File: src/rtl/key_hold_time_classifier_assert.svh
// ----------------------------------------------------------------------------
// Key hold time classifier assertion macros
// Shared property forms for the classifier RTL.
// ----------------------------------------------------------------------------
`ifndef KEY_HOLD_TIME_CLASSIFIER_ASSERT_SVH
`define KEY_HOLD_TIME_CLASSIFIER_ASSERT_SVH

// Same-cycle implication.
`define KHT_ASSERT_IMPL(lbl, clk, rst, ante, cons, msg) \
   lbl: assert property (@(posedge clk) disable iff (rst) (ante) |-> (cons)) \
      else $error(msg);

// Next-cycle implication.
`define KHT_ASSERT_NEXT(lbl, clk, rst, ante, cons, msg) \
   lbl: assert property (@(posedge clk) disable iff (rst) (ante) |=> (cons)) \
      else $error(msg);

`endif

File: src/rtl/kht_pkg.sv
// ----------------------------------------------------------------------------
// kht_pkg
// Types, constants and codes shared by the key hold time classifier.
// ----------------------------------------------------------------------------
package kht_pkg;

   localparam int MAX_ENTRIES = 16;
   localparam int IDX_W       = (MAX_ENTRIES > 1) ? $clog2(MAX_ENTRIES) : 1;
   localparam int CNT_W       = $clog2(MAX_ENTRIES + 1);

   localparam int KEY_W       = 16;
   localparam int THR_W       = 48;
   localparam int HANDLE_W    = 32;
   localparam int ENTRY_W     = KEY_W + THR_W + HANDLE_W;
   localparam int SEC_W       = 32;
   localparam int USEC_W      = 20;
   localparam int STAMP_W     = SEC_W + USEC_W;

   localparam logic signed [USEC_W:0] US_PER_SEC = 21'sd1000000;
   localparam logic [THR_W-1:0]       HOLD_MAX   = 48'hFFFF_FFFF_FFFF;

   // opcodes
   localparam logic OP_LOAD  = 1'b0;
   localparam logic OP_EVENT = 1'b1;

   // event type and value codes
   localparam logic [15:0]        EV_KEY    = 16'd1;
   localparam logic signed [31:0] VAL_PRESS = 32'sd1;

   // status codes
   localparam logic [1:0] ST_NONE   = 2'd0;
   localparam logic [1:0] ST_FIRED  = 2'd1;
   localparam logic [1:0] ST_LOADED = 2'd2;
   localparam logic [1:0] ST_FULL   = 2'd3;

   typedef struct packed {
      logic                       opcode;
      logic [15:0]                event_type;
      logic [15:0]                event_code;
      logic signed [31:0]         event_value;
      logic [SEC_W-1:0]           time_sec;
      logic [USEC_W-1:0]          time_usec;
      logic [KEY_W-1:0]           entry_key;
      logic [THR_W-1:0]           entry_threshold_us;
      logic signed [HANDLE_W-1:0] entry_handle;
   } req_type;

   typedef struct packed {
      logic [1:0]                 status;
      logic                       button;
      logic [THR_W-1:0]           hold_us;
      logic signed [HANDLE_W-1:0] fired_handle;
   } rsp_type;

   typedef struct packed {
      logic             neg;
      logic [THR_W-1:0] hold;
   } hold_res_type;

endpackage

File: src/rtl/kht_ram.sv
// ----------------------------------------------------------------------------
// kht_ram
// Generic single-write, single-read RAM with registered read data.
// ----------------------------------------------------------------------------
module kht_ram #(
   parameter int WIDTH = 8,
   parameter int DEPTH = 16
) (
   input  logic                                       clock,
   input  logic                                       we,
   input  logic [((DEPTH > 1) ? $clog2(DEPTH) : 1)-1:0] waddr,
   input  logic [WIDTH-1:0]                           wdata,
   input  logic [((DEPTH > 1) ? $clog2(DEPTH) : 1)-1:0] raddr,
   output logic [WIDTH-1:0]                           rdata
);

   logic [WIDTH-1:0] mem_ff [DEPTH];
   logic [WIDTH-1:0] rdata_ff;

   always_ff @(posedge clock) begin
      if (we) begin
         mem_ff[waddr] <= wdata;
      end
      rdata_ff <= mem_ff[raddr];
   end

   assign rdata = rdata_ff;

endmodule

File: src/rtl/kht_hold.sv
// ----------------------------------------------------------------------------
// kht_hold
// Hold time unit: registered seconds product, then microsecond add,
// sign check and saturation.
// ----------------------------------------------------------------------------
module kht_hold (
   input  logic                             clock,
   input  logic [kht_pkg::SEC_W-1:0]        rel_sec,
   input  logic [kht_pkg::USEC_W-1:0]       rel_usec,
   input  logic [kht_pkg::SEC_W-1:0]        prs_sec,
   input  logic [kht_pkg::USEC_W-1:0]       prs_usec,
   output kht_pkg::hold_res_type            res
);

   logic signed [kht_pkg::SEC_W:0]  dsec;
   logic signed [kht_pkg::USEC_W:0] dus_in;
   logic signed [53:0]              prod_in;
   logic signed [53:0]              prod_ff;
   logic signed [kht_pkg::USEC_W:0] dus_ff;
   logic signed [54:0]              sum;

   assign dsec    = $signed({1'b0, rel_sec}) - $signed({1'b0, prs_sec});
   assign dus_in  = $signed({1'b0, rel_usec}) - $signed({1'b0, prs_usec});
   assign prod_in = 54'(dsec) * 54'(kht_pkg::US_PER_SEC);

   always_ff @(posedge clock) begin
      prod_ff <= prod_in;
      dus_ff  <= dus_in;
   end

   assign sum = 55'(prod_ff) + 55'(dus_ff);

   // negative hold reports zero; above 48 bits saturate
   always_comb begin
      res.neg = sum[54];
      if (sum[54]) begin
         res.hold = '0;
      end else if (|sum[53:48]) begin
         res.hold = kht_pkg::HOLD_MAX;
      end else begin
         res.hold = sum[47:0];
      end
   end

endmodule

File: src/rtl/key_hold_time_classifier.sv
// ----------------------------------------------------------------------------
// key_hold_time_classifier
// Long-press classifier: entry table in RAM, press stamps in RAM, scan
// sequencer picking the best entry on each button release.
// ----------------------------------------------------------------------------
// Usage:
//   Requests enter on req_payload, taken at a clock edge with start high and
//   busy low. A load request appends (key, threshold, handle) to the entry
//   table; an event request handles one input event for the two buttons at
//   csr_data and csr_data+1 as set through the csr_ write channel (reset 105).
//   Every request yields exactly one response: rsp_valid is high for one
//   cycle with rsp_payload, and the receiver cannot hold it off.
// Timing:
//   Loads, presses and ignored events respond the cycle after acceptance
//   and leave busy low, so one such request may enter every cycle unless a
//   release holds busy. A release reads the press stamp RAM, forms the
//   product in the hold unit, adds and saturates, then scans the entry RAM
//   one entry per cycle and closes in S_DONE; a negative hold or an empty
//   table answers without a scan. The table read port paces the scan.
// Reset:
//   Clears entry count, press stamps (valid bits read as zero), the response
//   strobe; sets button code to 105. Table contents need no clearing.
// ----------------------------------------------------------------------------
`include "key_hold_time_classifier_assert.svh"

module key_hold_time_classifier (
   input  logic             clock,
   input  logic             reset,
   input  logic             start,
   output logic             busy,
   input  kht_pkg::req_type req_payload,
   input  logic             csr_valid,
   output logic             csr_ready,
   input  logic [15:0]      csr_data,
   output logic             rsp_valid,
   output kht_pkg::rsp_type rsp_payload
);

   typedef enum logic [4:0] {
      S_IDLE = 5'b00001,
      S_DIFF = 5'b00010,
      S_SUM  = 5'b00100,
      S_SCAN = 5'b01000,
      S_DONE = 5'b10000
   } state_type;

   localparam int IDX_W = kht_pkg::IDX_W;
   localparam int CNT_W = kht_pkg::CNT_W;

   state_type state_ff, state_in;

   // control state
   logic [15:0]      key_code_ff;
   logic [CNT_W-1:0] count_ff, count_in;
   logic [1:0]       prs_vld_ff, prs_vld_in;
   logic             rd_vld_ff, rd_vld_in;
   logic             rsp_valid_ff, rsp_valid_in;
   logic             found_ff, found_in;
   logic [IDX_W-1:0] scan_idx_ff, scan_idx_in;

   // payload
   kht_pkg::req_type              req_ff, req_in;
   kht_pkg::rsp_type              rsp_ff, rsp_in;
   logic                          btn_ff, btn_in;
   logic [kht_pkg::THR_W-1:0]     hold_ff, hold_in;
   logic [kht_pkg::THR_W-1:0]     best_thr_ff, best_thr_in;
   logic [kht_pkg::HANDLE_W-1:0]  best_handle_ff, best_handle_in;

   // decode of the incoming request
   logic accept;
   logic is_key, hit0, hit1, is_press;

   // RAM ports
   logic                          prs_we;
   logic [kht_pkg::STAMP_W-1:0]   prs_rdata;
   logic [kht_pkg::STAMP_W-1:0]   prs_stamp;
   logic                          tbl_we;
   logic [IDX_W-1:0]              tbl_raddr;
   logic [kht_pkg::ENTRY_W-1:0]   tbl_wdata, tbl_rdata;

   // scan compare
   logic [kht_pkg::KEY_W-1:0]     ent_key;
   logic [kht_pkg::THR_W-1:0]     ent_thr;
   logic [kht_pkg::HANDLE_W-1:0]  ent_handle;
   logic                          ent_match;
   logic                          scan_last;

   kht_pkg::hold_res_type         hold_res;

   assign accept   = start && (state_ff == S_IDLE);
   assign busy     = (state_ff != S_IDLE);
   assign csr_ready = 1'b1;

   assign is_key   = (req_payload.opcode == kht_pkg::OP_EVENT) &&
                     (req_payload.event_type == kht_pkg::EV_KEY);
   assign hit0     = is_key && (req_payload.event_code == key_code_ff);
   // button 1 code compared in 17 bits so it never wraps onto code 0
   assign hit1     = is_key && ({1'b0, req_payload.event_code} ==
                                ({1'b0, key_code_ff} + 17'd1));
   assign is_press = (req_payload.event_value == kht_pkg::VAL_PRESS);

   // press stamp memory: one entry per button, valid bits stand in for reset
   assign prs_we = accept && (hit0 || hit1) && is_press;

   kht_ram #(
      .WIDTH (kht_pkg::STAMP_W),
      .DEPTH (2)
   ) u_press_ram (
      .clock (clock),
      .we    (prs_we),
      .waddr (hit1),
      .wdata ({req_payload.time_sec, req_payload.time_usec}),
      .raddr (hit1),
      .rdata (prs_rdata)
   );

   assign prs_stamp = rd_vld_ff ? prs_rdata : '0;

   kht_hold u_hold (
      .clock    (clock),
      .rel_sec  (req_ff.time_sec),
      .rel_usec (req_ff.time_usec),
      .prs_sec  (prs_stamp[kht_pkg::STAMP_W-1:kht_pkg::USEC_W]),
      .prs_usec (prs_stamp[kht_pkg::USEC_W-1:0]),
      .res      (hold_res)
   );

   // entry table: appended at the fill count, scanned from entry zero
   assign tbl_we    = accept && (req_payload.opcode == kht_pkg::OP_LOAD) &&
                      (count_ff < CNT_W'(kht_pkg::MAX_ENTRIES));
   assign tbl_wdata = {req_payload.entry_key, req_payload.entry_threshold_us,
                       req_payload.entry_handle};
   assign tbl_raddr = (state_ff == S_SCAN) ? scan_idx_ff + IDX_W'(1) : '0;

   kht_ram #(
      .WIDTH (kht_pkg::ENTRY_W),
      .DEPTH (kht_pkg::MAX_ENTRIES)
   ) u_table_ram (
      .clock (clock),
      .we    (tbl_we),
      .waddr (count_ff[IDX_W-1:0]),
      .wdata (tbl_wdata),
      .raddr (tbl_raddr),
      .rdata (tbl_rdata)
   );

   assign ent_key    = tbl_rdata[kht_pkg::ENTRY_W-1 -: kht_pkg::KEY_W];
   assign ent_thr    = tbl_rdata[kht_pkg::HANDLE_W +: kht_pkg::THR_W];
   assign ent_handle = tbl_rdata[kht_pkg::HANDLE_W-1:0];

   // strict greater keeps the earliest entry on equal thresholds
   assign ent_match  = (ent_key == req_ff.event_code) && (ent_thr <= hold_ff) &&
                       (!found_ff || (ent_thr > best_thr_ff));
   assign scan_last  = ((CNT_W'(scan_idx_ff) + CNT_W'(1)) == count_ff);

   always_comb begin
      state_in       = state_ff;
      count_in       = count_ff;
      prs_vld_in     = prs_vld_ff;
      rd_vld_in      = rd_vld_ff;
      rsp_valid_in   = 1'b0;
      found_in       = found_ff;
      scan_idx_in    = scan_idx_ff;
      req_in         = req_ff;
      rsp_in         = rsp_ff;
      btn_in         = btn_ff;
      hold_in        = hold_ff;
      best_thr_in    = best_thr_ff;
      best_handle_in = best_handle_ff;

      case (state_ff)
         S_IDLE: begin
            if (accept) begin
               req_in       = req_payload;
               rsp_valid_in = 1'b1;
               rsp_in       = '0;
               if (req_payload.opcode == kht_pkg::OP_LOAD) begin
                  if (tbl_we) begin
                     count_in      = count_ff + CNT_W'(1);
                     rsp_in.status = kht_pkg::ST_LOADED;
                  end else begin
                     rsp_in.status = kht_pkg::ST_FULL;
                  end
               end else if ((hit0 || hit1) && is_press) begin
                  prs_vld_in[hit1] = 1'b1;
               end else if (hit0 || hit1) begin
                  // release: hold the response until the hold check or the scan closes
                  rsp_valid_in = 1'b0;
                  btn_in       = hit1;
                  rd_vld_in    = prs_vld_ff[hit1];
                  state_in     = S_DIFF;
               end
            end
         end
         S_DIFF: begin
            state_in = S_SUM;
         end
         S_SUM: begin
            hold_in     = hold_res.hold;
            found_in    = 1'b0;
            scan_idx_in = '0;
            if (hold_res.neg || (count_ff == '0)) begin
               rsp_valid_in        = 1'b1;
               rsp_in.status       = kht_pkg::ST_NONE;
               rsp_in.button       = btn_ff;
               rsp_in.hold_us      = hold_res.hold;
               rsp_in.fired_handle = '0;
               state_in            = S_IDLE;
            end else begin
               state_in = S_SCAN;
            end
         end
         S_SCAN: begin
            if (ent_match) begin
               found_in       = 1'b1;
               best_thr_in    = ent_thr;
               best_handle_in = ent_handle;
            end
            if (scan_last) begin
               state_in = S_DONE;
            end else begin
               scan_idx_in = scan_idx_ff + IDX_W'(1);
            end
         end
         S_DONE: begin
            rsp_valid_in        = 1'b1;
            rsp_in.status       = found_ff ? kht_pkg::ST_FIRED : kht_pkg::ST_NONE;
            rsp_in.button       = btn_ff;
            rsp_in.hold_us      = hold_ff;
            rsp_in.fired_handle = found_ff ? best_handle_ff : '0;
            state_in            = S_IDLE;
         end
         default: begin
            state_in = S_IDLE;
         end
      endcase
   end

   always_ff @(posedge clock) begin
      if (reset) begin
         state_ff     <= S_IDLE;
         key_code_ff  <= 16'd105;
         count_ff     <= '0;
         prs_vld_ff   <= '0;
         rd_vld_ff    <= 1'b0;
         rsp_valid_ff <= 1'b0;
         found_ff     <= 1'b0;
         scan_idx_ff  <= '0;
      end else begin
         state_ff     <= state_in;
         count_ff     <= count_in;
         prs_vld_ff   <= prs_vld_in;
         rd_vld_ff    <= rd_vld_in;
         rsp_valid_ff <= rsp_valid_in;
         found_ff     <= found_in;
         scan_idx_ff  <= scan_idx_in;
         if (csr_valid && csr_ready) begin
            key_code_ff <= csr_data;
         end
      end
   end

   always_ff @(posedge clock) begin
      req_ff         <= req_in;
      rsp_ff         <= rsp_in;
      btn_ff         <= btn_in;
      hold_ff        <= hold_in;
      best_thr_ff    <= best_thr_in;
      best_handle_ff <= best_handle_in;
   end

   assign rsp_valid   = rsp_valid_ff;
   assign rsp_payload = rsp_ff;

   `KHT_ASSERT_IMPL(a_count_bound, clock, reset, 1'b1, count_ff <= CNT_W'(kht_pkg::MAX_ENTRIES), "entry count past table size")
   `KHT_ASSERT_NEXT(a_accept_progress, clock, reset, start && !busy, rsp_valid || busy, "accepted request neither answered nor in progress")
   `KHT_ASSERT_IMPL(a_full_reject, clock, reset, rsp_valid && (rsp_payload.status == kht_pkg::ST_FULL), count_ff == CNT_W'(kht_pkg::MAX_ENTRIES), "load rejected with room in table")
   `KHT_ASSERT_IMPL(a_scan_range, clock, reset, state_ff == S_SCAN, CNT_W'(scan_idx_ff) < count_ff, "scan index beyond loaded entries")

endmodule
File: config.mk
export PLATFORM = sky130hd
export DESIGN_NAME = key_hold_time_classifier
export DESIGN_NICKNAME = d
export VERILOG_FILES = /design/src/rtl/kht_pkg.sv /design/src/rtl/kht_ram.sv /design/src/rtl/kht_hold.sv /design/src/rtl/key_hold_time_classifier.sv
export VERILOG_INCLUDE_DIRS = /design/src /design/src/rtl
export SDC_FILE = /design/constraint.sdc
export NUM_CORES = 2
export LEC_CHECK = 0
export ABC_AREA = 1
export BUFFER_PORTS_ARGS = -buffer_cell sky130_fd_sc_hd__buf_2
export CAP_MARGIN = 10
export CORE_MARGIN = 2
export CORE_UTILIZATION = 35
export CTS_BUF_LIST = sky130_fd_sc_hd__clkbuf_2 sky130_fd_sc_hd__clkbuf_4 sky130_fd_sc_hd__clkbuf_8
export CTS_CLUSTER_SIZE = 8
export DETAILED_ROUTE_END_ITERATION = 16
export PLACE_DENSITY = 0.56
export SYNTH_ARGS = -nofsm -noshare
export SYNTH_HDL_FRONTEND = slang
export SYNTH_SLANG_ARGS = --single-unit
File: constraint.sdc
create_clock -name clock -period 9.1 [get_ports clock]
set_input_delay 2.275 -clock clock [delete_from_list [all_inputs] [get_ports clock]]
set_output_delay 2.275 -clock clock [all_outputs]
set_load 0.1 [all_outputs]
==> impl_metrics.ini <==
[detailed_routing]
drt_iter0_drc = 5471
drt-wirelength-per-cell_um = 21.6
viasPerCell = 5.07
drt-total-wl_um = 283000
drc_errors = 0
num_vias = 66500
antenna_left = 0
first_pass_iters = 5

[finish]
final_util_pct = 39.8
stdcell_count = 13100
layout-drive-gt1-share_pct = 12.0
syn2layout_area_growth_pct = 13.2
fin_area_mm2 = 0.112
nets = 9845

[sta]
fmax_ghz = 0.127
fin_crit_ps = 7870
fin_skew_ps = 131
worstMarginPinSlew_ps = 1220
rsz0062_at_grt = no
tns_ps = 0
post-route-period-util_pct = 86.4
maxSlewHeadroom_pct = 18.5
drv_slew = 0
hold_violations = 0
finalSetupViolations = 0

[clock_tree]
clock-root-buffer = clkbuf_8
cts_hold_buf = 0
clk_pin_slew_ps = 60
cts_max_path_buffers = 4
cts_made_buffers = 364
cts_resized = 0
cts_tree = done
clock-sinks = 2172
cts_max_level = 5
cts_setup_buffers = 0
clock_latency_ps = 1070

[grt]
grt_max_degree = 174
grt_overflow = 0
grt_pass1_vias = 65500
grt_use_total_pct = 19.3
grt_pass1_wl_um = 420000
antenna_found_initial = 74

[floorplanning]
std_cell_rows = 195
die_area_mm2 = 0.287
ios = 319
floorplan.initialDensity_pct = 35.1
coreArea_mm2 = 0.282
die_w_um = 536
die_y_um = 536

[synthesis]
synth-edff-count = 1920
avgSynthCellArea_um2 = 11.4
synth_area_mm2 = 0.0990
synthArstFlopShare_pct = 0
syn_inst = 8660
synthesis.nets = 9457
synth_cell_types = 56
yosysSeqAreaShare_pct = 63.3
yosysWarnings = 0
ys.flop_type = edfxtp_1
synth-seq-cells = 2172

[pwr]
fin_total_pwr_mw = 32.6
peakVddDrop_mv = 0.457
powerDensity_mw_per_mm2 = 291
leakagePower_nw = 41.6

[critical_path]
crit_path_start_kind = flip-flop
path_class = reg -> reg
arrival_ps = 8750
cp-end-kind = flip-flop
worst-path-buf-inv = 4
crit_family = adder cells
path_max_fanout = 34
critPathMaxStageDelay_ps = 700
crit_top_cell = nand2_1
crit_slowest_cell = dfxtp_2
critPathRequiredTime_ps = 9980

[placed_design]
place_area_mm2 = 0.105
gp_congestion = 0.889
place_inst = 12400
port_buffers = 317
place_hpwl_um = 171000

[flow_run]
cap_violations = 0

[status]
status = finished, final reports clean

[hold_path]
hold_class = reg -> reg
==> cell usage after synthesis (111+ instances only) <==
cell,count,share of area [%]
fa_1,150,3.0
nand3_1,205,1.0
a21oi_1,230,1.2
clkbuf_1,276,1.0
edfxtp_1,1920,58
nand2_1,923,3.5
ha_1,414,5.2
dfxtp_1,252,5.1
o21ai_0,876,4.4
a31oi_1,111,0.70
o211ai_1,294,2.2
inv_1,773,2.9
nor2_1,1530,5.8
==> final timing paths <==
check | startpoint | endpoint | slack, ps | cells past startpoint
min reg2reg | u_table_ram.rdata[24] | best_handle_ff[24] | 380 | 0
min | u_table_ram.rdata[24] | best_handle_ff[24] | 380 | 0
max reg2reg | rd_vld_ff | u_hold.prod_ff[50] | 1230 | 30
max | rd_vld_ff | u_hold.prod_ff[50] | 1230 | 30
==> placed cells by master, fill, tap and decap left out, types with 105 or more instances in the layout <==
cell	instances
fa_1	150
xor2_1	105
a31oi_1	111
edfxtp_1	1920
a21oi_1	229
o21ai_0	876
inv_1	769
buf_2	317
dfxtp_1	250
nand2_1	923
clkbuf_4	154
clkbuf_8	397
nand3_1	204
nor2_1	1512
ha_1	414
o211ai_1	294
==> kinds of logic (layout without fill, tap and decap cells) <==
family	count (synthesis)	count (layout)	synth area share, %
AOI/OAI and AO/OA	1676	1676	10.0
xor gates and xnor gates	180	180	1.59
adders and majority gates	564	564	8.26
buffers and inverters	1165	1849	4.64
DFF	2172	2172	63.3
muxes	52	52	0.526
other	1	21	0.00379
and+or+nand+nor	2850	2850	11.7
==> layer usage <==
metal	track usage [%]	vias to the layer above	routed length (um)
met2	31.9	2062	135000
met1	26.1	32700	124000
met5	0	-	184
li1	-	31200	-
met3	3.40	492	18300
met4	5.03	30	6160
==> power breakdown <==
group / leakage [nW] / internal [mW] / switching, mW
Clock: 3.94 / 4.78 / 4.00
Combinational: 18.1 / 4.38 / 8.04
Sequential: 19.6 / 11.3 / 0.101
==> layout make-up <==
| cell class | count | area [um2] |
|---|---|---|
| multi-input cells | 5323 | 31900 |
| fillers | 26900 | 170000 |
| diodes | 20 | 50.0 |
| clock buffers | 551 | 6620 |
| flip-flops and latches | 2172 | 62700 |
| repair buffers | 400 | 2430 |
| well taps | 3743 | 4680 |
| clock inverters | 111 | 768 |
| inverters | 787 | 2980 |
==> flip-flops by register name (all words and copies together), names as in the netlist <==
register / flops
rsp_payload: 83
u_hold.prod_ff: 48
count_ff: 5
best_thr_ff: 48
scan_idx_ff: 4
state_ff: 5
hold_ff: 48
rd_vld_ff: 1
best_handle_ff: 32
req_ff: 68
u_table_ram.mem_ff: 1536
u_press_ram.mem_ff: 104
rsp_valid: 1
key_code_ff: 16
found_ff: 1
prs_vld_ff: 2
u_hold.dus_ff: 21
btn_ff: 1
u_press_ram.rdata: 52
u_table_ram.rdata: 96
==> metrics by stage <==
step                hold WS (ps)  worst slack [ps]
finish                       378              1230
global route                 403               500
CTS                          378              1220
detailed placement           389              1260
global placement             391              1380
floorplan                    386               483
Power figures use the tool's default switching activity.
